===== src/rtl/blg_pkg.sv =====
// Shared types and codes for the line pixel generator.
`timescale 1ns / 1ps
`default_nettype none
package blg_pkg;

    localparam int COL_W  = 9;
    localparam int ROW_W  = 8;
    localparam int DIST_W = 9;
    localparam int ERR_W  = 10;
    localparam int CLR_W  = 8;
    localparam int ADDR_W = 16;

    typedef logic [COL_W-1:0]  col_t;
    typedef logic [ROW_W-1:0]  row_t;
    typedef logic [DIST_W-1:0] dist_t;
    typedef logic [ERR_W-1:0]  err_t;
    typedef logic [CLR_W-1:0]  color_t;
    typedef logic [ADDR_W-1:0] addr_t;

    typedef enum logic {
        CMD_START   = 1'b0,
        CMD_ADVANCE = 1'b1
    } cmd_t;

    // step direction: hold, +1, -1
    typedef enum logic [1:0] {
        DIR_HOLD = 2'd0,
        DIR_INC  = 2'd1,
        DIR_DEC  = 2'd3
    } dir_t;

    // pixel handed from the step stage to the address stage
    typedef struct packed {
        logic   pixel_valid;
        col_t   pixel_x;
        row_t   pixel_y;
        color_t pixel_color;
        logic   target_buffer;
        logic   last_pixel;
    } pix_t;

endpackage
`default_nettype wire


===== src/rtl/blg_cmd_if.sv =====
// Command channel: valid/ready handshake with line endpoints and color.
`timescale 1ns / 1ps
`default_nettype none
interface blg_cmd_if;
    import blg_pkg::*;

    logic   valid;
    logic   ready;
    cmd_t   command;
    col_t   x_start;
    row_t   y_start;
    col_t   x_end;
    row_t   y_end;
    color_t line_color;

    modport source (
        output valid, command, x_start, y_start, x_end, y_end, line_color,
        input  ready
    );

    modport sink (
        input  valid, command, x_start, y_start, x_end, y_end, line_color,
        output ready
    );
endinterface
`default_nettype wire


===== src/rtl/blg_pix_if.sv =====
// Pixel channel: valid/ready handshake with one pixel word.
`timescale 1ns / 1ps
`default_nettype none
interface blg_pix_if;
    import blg_pkg::*;

    logic   valid;
    logic   ready;
    logic   pixel_valid;
    col_t   pixel_x;
    row_t   pixel_y;
    addr_t  pixel_address;
    color_t pixel_color;
    logic   target_buffer;
    logic   last_pixel;

    modport source (
        output valid, pixel_valid, pixel_x, pixel_y, pixel_address, pixel_color,
               target_buffer, last_pixel,
        input  ready
    );

    modport sink (
        input  valid, pixel_valid, pixel_x, pixel_y, pixel_address, pixel_color,
               target_buffer, last_pixel,
        output ready
    );
endinterface
`default_nettype wire


===== src/rtl/blg_step.sv =====
// Line state, loaded by a start word, and one Bresenham step per accepted advance word.
`timescale 1ns / 1ps
`default_nettype none
module blg_step (
    input  wire logic            clk,
    input  wire logic            rst_n,
    input  wire logic            accept,
    input  wire logic            drain,
    input  wire blg_pkg::cmd_t   command,
    input  wire blg_pkg::col_t   x_start,
    input  wire blg_pkg::row_t   y_start,
    input  wire blg_pkg::col_t   x_end,
    input  wire blg_pkg::row_t   y_end,
    input  wire blg_pkg::color_t line_color,
    input  wire logic            back_buffer_enable,
    output logic                 pix_valid,
    output blg_pkg::pix_t        pix
);
    import blg_pkg::*;

    logic   busy_reg,      busy_next;
    col_t   cur_col_reg,   cur_col_next;
    row_t   cur_row_reg,   cur_row_next;
    dist_t  abs_dx_reg,    abs_dx_next;
    dist_t  abs_dy_reg,    abs_dy_next;
    dir_t   dir_x_reg,     dir_x_next;
    dir_t   dir_y_reg,     dir_y_next;
    logic   x_major_reg,   x_major_next;
    err_t   err_acc_reg,   err_acc_next;
    dist_t  steps_reg,     steps_next;
    color_t color_reg,     color_next;
    pix_t   pix_reg,       pix_next;
    logic   pix_valid_reg;

    dist_t start_dx, start_dy, start_major, step_minor, step_major;
    err_t  err_sum;
    logic  start_xmaj;

    function automatic col_t step_col(input col_t v, input dir_t d);
        case (d)
            DIR_INC: step_col = v + 1'b1;
            DIR_DEC: step_col = v - 1'b1;
            default: step_col = v;
        endcase
    endfunction

    function automatic row_t step_row(input row_t v, input dir_t d);
        case (d)
            DIR_INC: step_row = v + 1'b1;
            DIR_DEC: step_row = v - 1'b1;
            default: step_row = v;
        endcase
    endfunction

    always_comb
    begin
        busy_next    = busy_reg;
        cur_col_next = cur_col_reg;
        cur_row_next = cur_row_reg;
        abs_dx_next  = abs_dx_reg;
        abs_dy_next  = abs_dy_reg;
        dir_x_next   = dir_x_reg;
        dir_y_next   = dir_y_reg;
        x_major_next = x_major_reg;
        err_acc_next = err_acc_reg;
        steps_next   = steps_reg;
        color_next   = color_reg;
        pix_next     = '0;

        // start path
        if (x_end >= x_start)
        begin
            start_dx   = x_end - x_start;
        end
        else
        begin
            start_dx   = x_start - x_end;
        end
        if (y_end >= y_start)
        begin
            start_dy   = DIST_W'(y_end - y_start);
        end
        else
        begin
            start_dy   = DIST_W'(y_start - y_end);
        end
        start_xmaj  = (start_dx >= start_dy);
        start_major = start_xmaj ? start_dx : start_dy;

        // advance path
        step_minor = x_major_reg ? abs_dy_reg : abs_dx_reg;
        step_major = x_major_reg ? abs_dx_reg : abs_dy_reg;
        err_sum    = err_acc_reg + ERR_W'(step_minor);

        if (command == CMD_START)
        begin
            color_next   = line_color;
            cur_col_next = x_start;
            cur_row_next = y_start;
            abs_dx_next  = start_dx;
            abs_dy_next  = start_dy;
            if (x_end > x_start)
                dir_x_next = DIR_INC;
            else if (x_end == x_start)
                dir_x_next = DIR_HOLD;
            else
                dir_x_next = DIR_DEC;
            if (y_end > y_start)
                dir_y_next = DIR_INC;
            else if (y_end == y_start)
                dir_y_next = DIR_HOLD;
            else
                dir_y_next = DIR_DEC;
            x_major_next = start_xmaj;
            err_acc_next = ERR_W'(start_major >> 1);
            steps_next   = start_major;
            busy_next    = (start_major != '0);
            pix_next.pixel_valid   = 1'b1;
            pix_next.pixel_x       = x_start;
            pix_next.pixel_y       = y_start;
            pix_next.pixel_color   = line_color;
            pix_next.target_buffer = back_buffer_enable;
            pix_next.last_pixel    = (start_major == '0);
        end
        else if (busy_reg)
        begin
            err_acc_next = err_sum;
            if (err_sum >= ERR_W'(step_major))
            begin
                err_acc_next = err_sum - ERR_W'(step_major);
                if (x_major_reg)
                    cur_row_next = step_row(cur_row_reg, dir_y_reg);
                else
                    cur_col_next = step_col(cur_col_reg, dir_x_reg);
            end
            if (x_major_reg)
                cur_col_next = step_col(cur_col_reg, dir_x_reg);
            else
                cur_row_next = step_row(cur_row_reg, dir_y_reg);
            steps_next = steps_reg - 1'b1;
            busy_next  = (steps_next != '0);
            pix_next.pixel_valid   = 1'b1;
            pix_next.pixel_x       = cur_col_next;
            pix_next.pixel_y       = cur_row_next;
            pix_next.pixel_color   = color_reg;
            pix_next.target_buffer = back_buffer_enable;
            pix_next.last_pixel    = (steps_next == '0);
        end
    end

    always_ff @(posedge clk or negedge rst_n)
    begin
        if (!rst_n)
        begin
            busy_reg      <= 1'b0;
            cur_col_reg   <= '0;
            cur_row_reg   <= '0;
            abs_dx_reg    <= '0;
            abs_dy_reg    <= '0;
            dir_x_reg     <= DIR_HOLD;
            dir_y_reg     <= DIR_HOLD;
            x_major_reg   <= 1'b0;
            err_acc_reg   <= '0;
            steps_reg     <= '0;
            color_reg     <= '0;
            pix_valid_reg <= 1'b0;
        end
        else
        begin
            if (accept)
            begin
                busy_reg    <= busy_next;
                cur_col_reg <= cur_col_next;
                cur_row_reg <= cur_row_next;
                abs_dx_reg  <= abs_dx_next;
                abs_dy_reg  <= abs_dy_next;
                dir_x_reg   <= dir_x_next;
                dir_y_reg   <= dir_y_next;
                x_major_reg <= x_major_next;
                err_acc_reg <= err_acc_next;
                steps_reg   <= steps_next;
                color_reg   <= color_next;
            end
            if (accept)
                pix_valid_reg <= 1'b1;
            else if (drain)
                pix_valid_reg <= 1'b0;
        end
    end

    always_ff @(posedge clk)
    begin
        if (accept)
            pix_reg <= pix_next;
    end

    assign pix_valid = pix_valid_reg;
    assign pix       = pix_reg;

endmodule
`default_nettype wire


===== src/rtl/blg_addr.sv =====
// Linear address stage and output word register.
`timescale 1ns / 1ps
`default_nettype none
module blg_addr #(
    parameter int WIDTH = 320
) (
    input  wire logic          clk,
    input  wire logic          rst_n,
    input  wire logic          take,
    input  wire blg_pkg::pix_t pix,
    blg_pix_if.source          out
);
    import blg_pkg::*;

    localparam addr_t ROW_PITCH = ADDR_W'(WIDTH);

    logic  valid_reg;
    pix_t  pix_reg;
    addr_t addr_reg, addr_next;

    // address is taken modulo 2^16, so a 16-bit product suffices
    always_comb
    begin
        if (pix.pixel_valid)
            addr_next = ADDR_W'(pix.pixel_y) * ROW_PITCH + ADDR_W'(pix.pixel_x);
        else
            addr_next = '0;
    end

    always_ff @(posedge clk or negedge rst_n)
    begin
        if (!rst_n)
            valid_reg <= 1'b0;
        else if (take)
            valid_reg <= 1'b1;
        else if (out.ready)
            valid_reg <= 1'b0;
    end

    always_ff @(posedge clk)
    begin
        if (take)
        begin
            pix_reg  <= pix;
            addr_reg <= addr_next;
        end
    end

    assign out.valid         = valid_reg;
    assign out.pixel_valid   = pix_reg.pixel_valid;
    assign out.pixel_x       = pix_reg.pixel_x;
    assign out.pixel_y       = pix_reg.pixel_y;
    assign out.pixel_address = addr_reg;
    assign out.pixel_color   = pix_reg.pixel_color;
    assign out.target_buffer = pix_reg.target_buffer;
    assign out.last_pixel    = pix_reg.last_pixel;

endmodule
`default_nettype wire


===== src/rtl/bresenham_line_pixel_generator.sv =====
// Bresenham line pixel generator, top level.
//
// cmd carries one command word per handshake: start (load endpoints and
// color, emit the first pixel) or advance (emit the next pixel). Every
// command word yields exactly one pixel word on pixel; an advance with no
// line in progress yields a word with pixel_valid and all fields zero.
// cfg_we/cfg_wdata write back_buffer_enable, copied into each pixel as
// target_buffer; write it only while no words are in flight.
// A command word is registered first in the step stage and then in the
// address stage, whose register drives pixel.
// One word per cycle while pixel does not stall; the step stage (one add,
// compare and subtract on the error term) updates line state on every
// accepted word, and the row*WIDTH product sits in the following stage.
// When pixel stalls, both stages hold and cmd.ready drops once both are
// full; no word is lost or repeated.
// Reset clears the line state, the register and both stage valids.
`timescale 1ns / 1ps
`default_nettype none
module bresenham_line_pixel_generator #(
    parameter int WIDTH = 320
) (
    input  wire logic clk,
    input  wire logic rst_n,
    input  wire logic cfg_we,
    input  wire logic cfg_wdata,
    blg_cmd_if.sink   cmd,
    blg_pix_if.source pixel
);
    import blg_pkg::*;

    logic back_buffer_enable_reg;
    logic accept;
    logic s1_valid;
    logic s2_take;
    pix_t s1_pix;

    always_ff @(posedge clk or negedge rst_n)
    begin
        if (!rst_n)
            back_buffer_enable_reg <= 1'b0;
        else if (cfg_we)
            back_buffer_enable_reg <= cfg_wdata;
    end

    assign s2_take   = s1_valid && (!pixel.valid || pixel.ready);
    assign cmd.ready = !s1_valid || s2_take;
    assign accept    = cmd.valid && cmd.ready;

    blg_step u_step (
        .clk                (clk),
        .rst_n              (rst_n),
        .accept             (accept),
        .drain              (s2_take),
        .command            (cmd.command),
        .x_start            (cmd.x_start),
        .y_start            (cmd.y_start),
        .x_end              (cmd.x_end),
        .y_end              (cmd.y_end),
        .line_color         (cmd.line_color),
        .back_buffer_enable (back_buffer_enable_reg),
        .pix_valid          (s1_valid),
        .pix                (s1_pix)
    );

    blg_addr #(
        .WIDTH (WIDTH)
    ) u_addr (
        .clk   (clk),
        .rst_n (rst_n),
        .take  (s2_take),
        .pix   (s1_pix),
        .out   (pixel)
    );

    // idle advance word carries all-zero fields
    a_idle_zero: assert property (@(posedge clk) disable iff (!rst_n)
        pixel.valid && !pixel.pixel_valid |->
            pixel.pixel_x == '0 && pixel.pixel_y == '0 && pixel.pixel_address == '0
            && pixel.pixel_color == '0 && !pixel.last_pixel && !pixel.target_buffer)
        else $error("idle word has nonzero fields");

    // address matches coordinates
    a_addr: assert property (@(posedge clk) disable iff (!rst_n)
        pixel.valid |-> pixel.pixel_address ==
            ADDR_W'(ADDR_W'(pixel.pixel_y) * ADDR_W'(WIDTH) + ADDR_W'(pixel.pixel_x)))
        else $error("pixel address mismatch");

    // a single-point start is its own last pixel
    a_point: assert property (@(posedge clk) disable iff (!rst_n)
        accept && cmd.command == CMD_START && cmd.x_start == cmd.x_end
            && cmd.y_start == cmd.y_end |=> s1_valid && s1_pix.last_pixel)
        else $error("single-point line not flagged last");

    // an empty step stage never blocks the command channel
    a_ready: assert property (@(posedge clk) disable iff (!rst_n)
        !s1_valid |-> cmd.ready)
        else $error("command stalled with empty step stage");

endmodule
`default_nettype wire

===== src/flat_wrapper.sv =====
// flat-port wrapper written by rule: the top's interface ports become plain ports
module bresenham_line_pixel_generator_flat import blg_pkg::*;
#(
    parameter int WIDTH = 320
)
  (clk, rst_n, cfg_we, cfg_wdata, cmd_valid, cmd_command, cmd_x_start, cmd_y_start, cmd_x_end, cmd_y_end, cmd_line_color, cmd_ready, pixel_valid, pixel_pixel_valid, pixel_pixel_x, pixel_pixel_y, pixel_pixel_address, pixel_pixel_color, pixel_target_buffer, pixel_last_pixel, pixel_ready);
  blg_cmd_if cmd_i ();
  blg_pix_if pixel_i ();
  input  wire logic clk;
  input  wire logic rst_n;
  input  wire logic cfg_we;
  input  wire logic cfg_wdata;
  input wire logic [$bits(cmd_i.valid)-1:0] cmd_valid;
  input wire logic [$bits(cmd_i.command)-1:0] cmd_command;
  input wire logic [$bits(cmd_i.x_start)-1:0] cmd_x_start;
  input wire logic [$bits(cmd_i.y_start)-1:0] cmd_y_start;
  input wire logic [$bits(cmd_i.x_end)-1:0] cmd_x_end;
  input wire logic [$bits(cmd_i.y_end)-1:0] cmd_y_end;
  input wire logic [$bits(cmd_i.line_color)-1:0] cmd_line_color;
  output wire logic [$bits(cmd_i.ready)-1:0] cmd_ready;
  output wire logic [$bits(pixel_i.valid)-1:0] pixel_valid;
  output wire logic [$bits(pixel_i.pixel_valid)-1:0] pixel_pixel_valid;
  output wire logic [$bits(pixel_i.pixel_x)-1:0] pixel_pixel_x;
  output wire logic [$bits(pixel_i.pixel_y)-1:0] pixel_pixel_y;
  output wire logic [$bits(pixel_i.pixel_address)-1:0] pixel_pixel_address;
  output wire logic [$bits(pixel_i.pixel_color)-1:0] pixel_pixel_color;
  output wire logic [$bits(pixel_i.target_buffer)-1:0] pixel_target_buffer;
  output wire logic [$bits(pixel_i.last_pixel)-1:0] pixel_last_pixel;
  input wire logic [$bits(pixel_i.ready)-1:0] pixel_ready;
  assign cmd_i.valid = cmd_valid;
  assign cmd_i.command = cmd_command;
  assign cmd_i.x_start = cmd_x_start;
  assign cmd_i.y_start = cmd_y_start;
  assign cmd_i.x_end = cmd_x_end;
  assign cmd_i.y_end = cmd_y_end;
  assign cmd_i.line_color = cmd_line_color;
  assign cmd_ready = cmd_i.ready;
  assign pixel_valid = pixel_i.valid;
  assign pixel_pixel_valid = pixel_i.pixel_valid;
  assign pixel_pixel_x = pixel_i.pixel_x;
  assign pixel_pixel_y = pixel_i.pixel_y;
  assign pixel_pixel_address = pixel_i.pixel_address;
  assign pixel_pixel_color = pixel_i.pixel_color;
  assign pixel_target_buffer = pixel_i.target_buffer;
  assign pixel_last_pixel = pixel_i.last_pixel;
  assign pixel_i.ready = pixel_ready;
  bresenham_line_pixel_generator #(.WIDTH(WIDTH)) u_core (.clk(clk), .rst_n(rst_n), .cfg_we(cfg_we), .cfg_wdata(cfg_wdata), .cmd(cmd_i), .pixel(pixel_i));
endmodule

===== config.mk =====
export PLATFORM = sky130hd
export DESIGN_NAME = bresenham_line_pixel_generator_flat
export DESIGN_NICKNAME = d
export VERILOG_FILES = /design/src/rtl/blg_pkg.sv /design/src/rtl/blg_cmd_if.sv /design/src/rtl/blg_pix_if.sv /design/src/rtl/blg_step.sv /design/src/rtl/blg_addr.sv /design/src/rtl/bresenham_line_pixel_generator.sv /design/src/flat_wrapper.sv
export SDC_FILE = /design/constraint.sdc
export NUM_CORES = 1
export LEC_CHECK = 0
export BUFFER_PORTS_ARGS = -buffer_cell sky130_fd_sc_hd__buf_4
export CORE_UTILIZATION = 65
export CTS_CLUSTER_DIAMETER = 60
export DETAILED_ROUTE_END_ITERATION = 8
export MAX_ROUTING_LAYER = met4
export PLACE_DENSITY = 0.86
export RECOVER_POWER = 100
export SLEW_MARGIN = 20
export SYNTH_ARGS = -nofsm -noshare
export SYNTH_HDL_FRONTEND = slang
export SYNTH_SLANG_ARGS = --single-unit

===== constraint.sdc =====
create_clock -name clk -period 7 [get_ports clk]
set_input_delay 1.4 -clock clk [delete_from_list [all_inputs] [get_ports clk]]
set_output_delay 1.4 -clock clk [all_outputs]
set_load 0.05 [all_outputs]

==> metrics.yaml <==
run_status:
  status: "complete, but fails checks"
  violations: "DRC, capacitance limit, slew limit"
critical_path:
  critPathMaxFanout: 63
  worst_setup_path_end_kind: "flop"
  worst-setup-path-type: "input pin to flop"
  cp-start-kind: "input pin"
  worst_ep_required_time_ns: 7.31
  arrival_ns: 6.48
power:
  power_w: 0.00571
  p_leak_nw: 4.90
  p_per_area_mw_per_mm2: 514
  peakVddDrop_mv: 0.451
clocking:
  cts_sinks: 143
  clk_pin_slew_worst_paths_ns: 0.06
  root_buffer: "clkbuf_16"
  hold_buffers: 0
  cts_tree: "built"
  cts_buffers: 17
  clk_latency_ns: 0.43
  post-cts-setup-buffers: 0
  clock_path_buffers: 2
  cts_max_level: 4
  post_cts_resized: 0
floorplanning:
  rows: 44
  die-width_um: 125
  core_area_mm2: 0.0147
  ios: 95
  die-area_mm2: 0.0157
  start_util_pct: 67.3
  die_h_um: 125
logic_synthesis:
  ys.flop_type: "edfxtp_1"
  syn_area_mm2: 0.00989
  yosysTopAreaCell: "edfxtp_1"
  synthesis.nets: 1166
  post_synth.cell_area_avg_um2: 9.73
  synth_top_cells_by_area: "edfxtp_1, dfrtp_1, ha_1"
  synth.distinct_cells: 69
  yosysSeqAreaShare_pct: 39.8
  synth_edf_count: 72
  synth_top_area_share_pct: 21.9
  synth-seq-cells: 143
  synth-async-reset-ratio_pct: 49.7
  syn_inst: 1017
  yosysWarningCount: 0
finish:
  fill_cells: 1049
  final_common_cell: "nand2_1"
  final_cell_mix: "nand2_1, ha_1, inv_1, a21oi_1, edfxtp_1"
  diodes: 0
  largest_reg_flops: 28
  area_growth_pct: 12.2
  multi_input_area_mm2: 0.00546
  utilization_pct: 75.5
  seqCellArea_mm2: 0.00394
  nets: 1241
  drive_above_1_share_pct: 11.0
grt:
  grt_usage_pct: 34.3
  grt_pass1_vias: 8023
  antenna_found_initial: 0
  grt_overflow: 0
  grt_pass1_wl_um: 40500
  grt_max_degree: 72
drt:
  drc: 10
  dr.pass1.iters: 7
  drt_iter0_drc: 911
  routed_wl_um: 25200
  viasPerCell: 6.31
  wire_per_inst_um: 19.5
  num_vias: 8135
  ant_nets: 0
placed_design:
  portBuffers: 94
  gp_congestion: 0.929
  dpl.hpwl_um: 18000
timing:
  setup_viol: 0
  drv_slew: 210
  holdWs_ns: 0.420
  hold_viol: 0
  max-slew-margin-rel_pct: -173
  tns_ns: 0
  max_freq_mhz: 162
  skew_ns: 0.00866
  rsz0062_at_grt: "false"
  finalCritPeriodShare_pct: 88.2
  worst_slew_pin_slew_ns: 4.10
  fin_crit_ns: 6.17
job:
  max-cap-violations: 4
min_path:
  worstHoldPathType: "flop to flop"
critical path: stages:
cell      delay [ns]
clkbuf_1        2.08
inv_2           1.04
nor2_1          0.64
inv_1           0.17
nand2_1         0.09
buf_4           0.32
a21oi_1         0.25
o22a_1          0.47
per-layer routing:
layer | global-route usage, % | part of all wire [%]
met1 | 41.1 | 41
met4 | 14.3 | 3.3
met5 | - | 0
met3 | 6.63 | 7.1
met2 | 56.9 | 49
metrics by stage:
stage,worst slack (ns),area (um2),instances
5_1_grt,0.515,11100,1289
3_3_place_gp,0.806,10700,1257
6_report,0.828,11100,1289
2_1_floorplan,1.66,9890,1017
4_1_cts,1.25,11300,1289
3_5_place_dp,0.839,10700,1257
path summary, 6_finish.rpt:
| path | startpoint | end | slack, ns | cells past startpoint |
|---|---|---|---|---|
| worst min register to register | u_core.u_step.pix[9]$_DFFE_PP_ | u_core.u_addr.out.pixel_color[7]$_DFFE_PP_ | 0.42 | 0 |
| min in group asynchronous | rst_n | u_core.u_step.color_reg[1]$_DFFE_PN0P_ | 2.42 | 1 |
| worst max register to register | u_core.u_step.x_major_reg$_DFFE_PN0P_ | u_core.u_step.err_acc_reg[3]$_DFFE_PN0P_ | 0.87 | 17 |
| worst min-delay path | u_core.u_step.pix[9]$_DFFE_PP_ | u_core.u_addr.out.pixel_color[7]$_DFFE_PP_ | 0.42 | 0 |
| worst max-delay path | cmd_command | u_core.u_step.cur_col_reg[5]$_DFFE_PN0P_ | 0.83 | 8 |
| max in group asynchronous | rst_n | u_core.u_step.abs_dy_reg[4]$_DFFE_PN0P_ | 2.27 | 1 |
Yosys cell counts (17+ instances only):
master	n
o21ai_0	65
xor2_1	17
and2_1	21
nand2_1	101
nor2_1	50
a21oi_1	72
nand3_1	21
ha_1	90
edfxtp_1	72
mux2i_1	34
clkbuf_1	33
o22ai_1	25
inv_1	76
a21o_1	21
xnor2_1	32
dfrtp_1	71
kinds of logic after synthesis:
family | after synthesis | synth area share [%]
compound gates | 276 | 18.5
xor+xnor | 50 | 4.50
fa+ha+maj | 100 | 13.4
buf+inv | 122 | 4.88
flops | 143 | 39.8
mux | 49 | 5.15
simple gates | 277 | 13.8
power by group:
group / leakage, nW / switching (W) / internal [W]
logic: 3.05 / 0.00202 / 0.00142
clock network: 0.295 / 0.000385 / 0.000547
registers: 1.55 / 0.000182 / 0.00115
area by class of cell:
cell class	count	share of cell area, %
clock buffer	18	3.96
clock inverter	14	1.54
inverter	78	2.64
multi-input combinational	752	49.2
sequential	143	35.5
tap	184	2.07
timing repair buffer	100	5.07
Note: power is estimated with default switching activity, not from simulation.
